<file path="config.mk">
export PLATFORM = sky130hd
export DESIGN_NAME = glm_div
export DESIGN_NICKNAME = d
export VERILOG_FILES = /design/src/hdl/glm_pkg.sv /design/src/hdl/glm_div.sv
export SDC_FILE = /design/constraint.sdc
export NUM_CORES = 1
export LEC_CHECK = 0
export BUFFER_PORTS_ARGS = -buffer_cell sky130_fd_sc_hd__buf_2
export CAP_MARGIN = 10
export CORE_ASPECT_RATIO = 1.2
export CORE_MARGIN = 1
export CORE_UTILIZATION = 41
export DETAILED_ROUTE_END_ITERATION = 6
export MAX_ROUTING_LAYER = met4
export PLACE_DENSITY = 0.72
export SLEW_MARGIN = 10
export SYNTH_ARGS = -nofsm -noshare
export SYNTH_HDL_FRONTEND = slang
export SYNTH_SLANG_ARGS = --single-unit
export TNS_END_PERCENT = 30
</file>
<file path="constraint.sdc">
create_clock -name clk -period 6.08 [get_ports clk]
set_input_delay 1.216 -clock clk [delete_from_list [all_inputs] [get_ports clk]]
set_output_delay 1.216 -clock clk [all_outputs]
set_load 0.02 [all_outputs]
</file>
<file path="src/hdl/glm_pkg.sv">
// Shared constants, types and helpers for the grid linear interpolation weight map.
// Used by glm_div and grid_linear_interp_weight_map_unit; no dependencies.
package glm_pkg;

  localparam int MAX_POINTS = 256;
  localparam int IDX_W      = $clog2(MAX_POINTS);
  localparam int CNT_W      = IDX_W + 1;
  localparam int COORD_W    = 32;

  // Divider: (|num| << 16) + den/2 over den, two quotient bits a cycle
  localparam int DVD_W      = 50;
  localparam int DSR_W      = 32;
  localparam int DIV_ITER   = DVD_W / 2;
  localparam int DIV_CNT_W  = $clog2(DIV_ITER);
  localparam int F_W        = DVD_W + 2;

  localparam logic signed [F_W-1:0] ONE_Q16 = F_W'(65536);

  localparam logic [1:0] ST_OK       = 2'd0;
  localparam logic [1:0] ST_SRC_BAD  = 2'd1;
  localparam logic [1:0] ST_TGT_BAD  = 2'd2;
  localparam logic [1:0] ST_FEW_SRC  = 2'd3;

  localparam logic FUNC_LOAD = 1'b0;
  localparam logic FUNC_MAP  = 1'b1;

  typedef enum logic [2:0] {
    S_IDLE, S_WALK_RQ, S_WALK_CHK, S_A_RQ, S_A_CHK, S_DIV_GO, S_DIV_WAIT, S_EMIT
  } glm_state_t;

  typedef enum logic [1:0] { M_BELOW, M_ABOVE, M_INSIDE } glm_mode_t;

  // Saturate a wide signed value to the 32-bit range
  function automatic logic [COORD_W-1:0] sat32(input logic signed [F_W-1:0] v);
    logic signed [F_W-1:0] hi;
    logic signed [F_W-1:0] lo;
    hi = F_W'(64'sh7FFF_FFFF);
    lo = -hi - F_W'(1);
    if (v > hi) return hi[COORD_W-1:0];
    if (v < lo) return lo[COORD_W-1:0];
    return v[COORD_W-1:0];
  endfunction

endpackage

</file>
<file path="src/hdl/glm_div.sv">
// Iterative restoring divider, two quotient bits per cycle.
// Depends on glm_pkg.
module glm_div
  import glm_pkg::*;
(
  input  logic             clk,
  input  logic             rst_n,
  input  logic             start,
  input  logic [DVD_W-1:0] dividend,
  input  logic [DSR_W-1:0] divisor,
  output logic             done,
  output logic [DVD_W-1:0] quotient
);

  logic                 busy_r;
  logic                 done_r;
  logic [DIV_CNT_W-1:0] cnt_r;
  logic [DVD_W-1:0]     dvd_r;
  logic [DSR_W-1:0]     rem_r;
  logic [DSR_W-1:0]     dsr_r;
  logic [DVD_W-1:0]     dvd_nxt;
  logic [DSR_W-1:0]     rem_nxt;

  // Two restoring steps; quotient bits shift in behind the dividend
  always_comb begin
    logic [DSR_W:0]   t;
    logic [DVD_W-1:0] d;
    logic [DSR_W-1:0] r;
    d = dvd_r;
    r = rem_r;
    for (int k = 0; k < 2; k++) begin
      t = {r, d[DVD_W-1]};
      d = {d[DVD_W-2:0], 1'b0};
      if (t >= {1'b0, dsr_r}) begin
        t    = t - {1'b0, dsr_r};
        d[0] = 1'b1;
      end
      r = t[DSR_W-1:0];
    end
    dvd_nxt = d;
    rem_nxt = r;
  end

  always_ff @(posedge clk) begin
    if (!rst_n) begin
      busy_r <= 1'b0;
      done_r <= 1'b0;
      cnt_r  <= '0;
    end else begin
      done_r <= 1'b0;
      if (start) begin
        busy_r <= 1'b1;
        cnt_r  <= '0;
      end else if (busy_r) begin
        cnt_r <= cnt_r + DIV_CNT_W'(1);
        if (cnt_r == DIV_CNT_W'(DIV_ITER - 1)) begin
          busy_r <= 1'b0;
          done_r <= 1'b1;
        end
      end
    end
  end

  // Datapath
  always_ff @(posedge clk) begin
    if (start) begin
      dvd_r <= dividend;
      rem_r <= '0;
      dsr_r <= divisor;
    end else if (busy_r) begin
      dvd_r <= dvd_nxt;
      rem_r <= rem_nxt;
    end
  end

  assign done     = done_r;
  assign quotient = dvd_r;

endmodule

</file>
---- Word-level counts from Yosys, hierarchy flattened ----
Cells that the tools add are included.
operators by class
  add/subtract/negate cells ............... 3
  $lt $le $gt $ge ......................... 2
  equal/unequal tests ..................... 1
  muxes and demuxes ....................... 10
  bitwise gates (word level) .............. 2
  reduce and logical (&&, ||, !) cells .... 3
operators with widths
  cell                   number
  $mux W50               2
  $ge A33 B32 Y1         2
  $mux W32               2
  $sub A32 B32 Y32       2
  $mux W1                6
  $add A5 B1 Y5 const B  1
  $eq A5 B5 Y1 const B   1
  $reduce_or A3 Y1       1
  $not A1 Y1             2
  $reduce_bool A2 Y1     1
  $reduce_or A2 Y1       1
word-level totals
  flip-flop bits (word level) ............. 121
  input bits .............................. 85
  word-level logic and storage cells ...... 27

---- Depth between registers and ports, before layout ----
  depth in word-level cells ............... 6
  gate-level depth with buffers ........... 25
  depth with buffers taken out ............ 24

---- Worst setup path after synthesis ----
Ideal clock, no wire load.
  path type ............................... register to register
  start ................................... register dvd_r[49], in the netlist quotient[49]
  end ..................................... register dvd_r[0], in the netlist quotient[0] (data pin)
  setup time .............................. 260 ps
  arrival time ............................ 5,036 ps
  path slack .............................. 784 ps
  stages on the path, launching flop included .. 24
  buffers on the path ..................... 1
  period minus slack after synthesis ...... 5,296 ps
  cells stage by stage .................... edfxtp_1 > inv_1 > ha_1 > inv_1 > fa_1 > a211oi_1 > o211a_1 > o32ai_2 > a41oi_2 > o211ai_2 > a31o_2 > a211oi_1 > xnor2_1 > mux2_2 > ha_1 > nand4_1 > nor3_1 > and4_1 > or3_1 > nor3_1 > mux2i_1 > or2_1 > clkbuf_1 > mux2_2
on the way
  word-level cells in the longest chain between the ends .. 6
RTL lines
  what                                                       line                          text
  start, declared                                            glm_div.sv:18                 logic [DVD_W-1:0] dvd_r;
  start signal, assigned                                     glm_div.sv:67                 dvd_r <= dividend;
  start signal, assigned                                     glm_div.sv:71                 dvd_r <= dvd_nxt;
  $sub A32 B32 Y32 / $ge A33 B32 Y1 (equally long branches)  glm_div.sv:35, glm_div.sv:34
  $mux W32 *                                                 glm_div.sv:34                 if (t >= {1'b0, dsr_r}) begin
  $ge A33 B32 Y1 *                                           glm_div.sv:34
  $mux W1 *                                                  glm_div.sv:34
  $mux W50 *                                                 glm_div.sv:70                 end else if (busy_r) begin
  $mux W50 *                                                 glm_div.sv:66                 if (start) begin
Mark *: on every way between the ends. The rest lies on a longest branch, timed or not. The select of a mux whose other input is x is not followed.
A chain may end at the register's enable or synchronous reset.

---- Final worst setup path ----
  start ................................... register dvd_r[49], in the netlist quotient[49]
  end ..................................... register rem_r[2]
on the way
  word-level cells in the longest chain between the ends .. 4
RTL lines
  what                                                       line                          text
  $sub A32 B32 Y32 / $ge A33 B32 Y1 (equally long branches)  glm_div.sv:35, glm_div.sv:34
  $mux W32 *                                                 glm_div.sv:34
  $sub A32 B32 Y32 / $ge A33 B32 Y1 (equally long branches)  glm_div.sv:35, glm_div.sv:34
  $mux W32 *                                                 glm_div.sv:34
  end signal, assigned                                       glm_div.sv:72                 rem_r <= rem_nxt;
  end, declared                                              glm_div.sv:19                 logic [DSR_W-1:0] rem_r;
Mark *: on every way between the ends. The rest lies on a longest branch, timed or not.

==> reports/metrics.cfg <==
[synth]
synth-edff-count=82
synth_nets=1019
synth_common_cells=edfxtp_1, nor2_1, a21oi_1
synth_top_area_share_pct=29.2
yosysWarnings=0
synth_ff_type=edfxtp_1
synthesis.area_um2=8430
synth_cell_types=68
ys_seq_area_share_pct=38.5
synth_most_common_cell=edfxtp_1
synth_cells=866
synth.avg_cell_area_um2=9.73
ys_seq_elements=121
synth_area_leaders=edfxtp_1, ha_1, dfxtp_1
async_reset_ff_share_pct=0
synth_top_cell_by_area=edfxtp_1

[route]
via_per_inst=5.59
vias=7183
drt-total-wl_mm=22.2
drc_errors=0
ant_nets=0
drtIter0Drc=360
routedWlPerCell_um=17.3
dr.pass1.iters=6

[sta]
maxSlewHeadroom_pct=30.0
max_freq_ghz=0.174
clock_skew_ns=0.0131
hold_viol=0
setup_viol=0
tns_ns=0
tightest_slew_ns=1.05
fin_crit_sh_pct=94.6
grt_setup_unrepaired=no
period_needed_ns=5.75
drv_slew=0

[floorplan]
start_util_pct=41.8
fp.dieW_um=133
die_area_um2=21100
ioPinCount=136
rows=57
die_y_um=159
core_um2=20200

[clocking]
numCtsBuffers=17
root_buffer=clkbuf_16
cts_htree_levels=4
cts_tree=yes
clock_latency_ns=0.43
path_clk_slew_ns=0.06
cts.sinks=121
clk_path_buf_depth=2

[critical_path]
cp-start-kind=register
setup.worst_path.class=register to register
critPathRequiredTime_ns=6.36
critPathSlowestCell=fa_1
ff2ff_path_depth=25
endpoint_kind=register
worstPathArrival_ns=6.03
worstPathMaxFanout=8
slowest_delay_ns=0.43

[run_status]
status=finished, final reports clean

[power]
p_leak_nw=4.54
p_total_mw=4.95
p_per_area_nw_per_um2=490
vdd.ir_drop.worst_uv=261

[placement]
io_buffers=135
place.gp.congestion=0.959
place_hpwl_mm=16.4

[finish]
layout.nets=1159
drive_gt1_share_pct=26.0
fillers=1890
area_delta_synth_final_pct=19.7
diodes=0

[grt]
grt_pass1_vias=7304
grt_max_degree=76
grt_remaining_overflow=0
antenna_found_initial=0
grt_pass1_wl_mm=35.8
grt_use_total_pct=22.1

[min_path]
min_path_type=register to register
min_path_cells=2

[job]
maxCapViolations=0

[placed cells by master (no fill, tap or decap), drive strengths merged, types with 11 or more instances in the layout]
cell type / synthesis / final
xnor2: 35 / 35
nand2b: 11 / 11
ha: 66 / 66
o21ai: 36 / 36
nand2: 59 / 59
a21oi: 68 / 68
inv: 53 / 64
mux2: 63 / 63
buf: 12 / 153
nor2: 71 / 71
nand4: 11 / 11
nand3: 17 / 17
nor3: 22 / 22
dfxtp: 39 / 39
a211oi: 17 / 17
a21o: 37 / 37
clkbuf: 20 / 17
xor2: 21 / 21
a31oi: 11 / 11
edfxtp: 82 / 82
[cell families (layout without fill, tap and decap cells)]
| kind of cell | Yosys count | count (layout) | synth area share [%] |
|---|---|---|---|
| AO/OA/AOI/OAI | 247 | 247 | 20.2 |
| AND/OR/NAND/NOR | 222 | 222 | 12.3 |
| flip-flops | 121 | 121 | 38.5 |
| buffers and inverters | 85 | 238 | 4.02 |
| adder cells (fa/ha/maj) | 68 | 68 | 10.3 |
| multiplexers | 67 | 67 | 8.89 |
| XOR/XNOR | 56 | 56 | 5.82 |
[what timing repair did]
action                     4_1_cts  5_1_grt
buffers inserted                 0        3
hold buffers                     0        0
setup endpoints to repair        0       26
resized for setup                0        2
[power by group]
group          switching (mW)  internal (mW)  total [mW]  leakage, nW
clock                   0.451          0.548       0.999        0.277
sequential             0.0963           1.02        1.12         1.14
combinational            1.63           1.20        2.83         3.12
total                    2.17           2.77        4.95         4.54
[critical path, delay by kind of cell (launching register included)]
kind | cells | cell delay (ns)
compound gates | 9 | 2.07
xor+xnor | 1 | 0.09
fa+ha+maj | 3 | 0.91
buf+inv | 3 | 0.37
flops | 1 | 0.42
mux | 2 | 0.45
simple gates | 7 | 1.30
[flip-flops by register name (all words and copies together), names as in the netlist]
signal    cells
busy_r        1
cnt_r         5
dsr_r        32
rem_r        32
done          1
quotient     50
[area by class of cell]
| class | count | area (um2) | share of cell area, % |
|---|---|---|---|
| repair buffers | 153 | 876 | 8.68 |
| multi-input cells | 660 | 4860 | 48.2 |
| inverters | 53 | 199 | 1.97 |
| flip-flops and latches | 121 | 3240 | 32.1 |
| well taps | 265 | 332 | 3.29 |
| clock buffers | 17 | 425 | 4.22 |
| clock inverters | 15 | 153 | 1.51 |
[metrics by stage]
stage	instance area, um2	setup WS [ns]	cells	hold WS (ns)	utilization, %
6_report	10100	0.326	1284	0.500	50.0
5_1_grt	10100	0.0156	1284	0.531	50.0
4_1_cts	10000	0.106	1281	0.499	49.7
3_5_place_dp	9450	0.173	1249	0.489	46.8
3_3_place_gp	9450	0.374	1249	0.487	46.8
2_1_floorplan	8430	0.784	866	0.454	-
[path summary, 6_finish.rpt]
path	startpoint	end	slack, ns
setup / recovery	quotient[49]	rem_r[2]	0.33
hold / removal	rem_r[4]	rem_r[4]	0.50
setup reg to reg	quotient[49]	rem_r[2]	0.33
hold reg to reg	rem_r[4]	rem_r[4]	0.50
[metal layers]
| metal | part of all wire [%] | wire [um] | vias up | track usage (%) |
|---|---|---|---|---|
| li1 | - | - | 3498 | - |
| met1 | 43 | 9470 | 3374 | 25.9 |
| met2 | 49 | 10900 | 250 | 36.8 |
| met3 | 5.3 | 1180 | 61 | 4.71 |
| met4 | 3.0 | 667 | 0 | 8.52 |
| met5 | 0 | 0 | - | - |
Note: power is estimated with default switching activity, not from simulation.
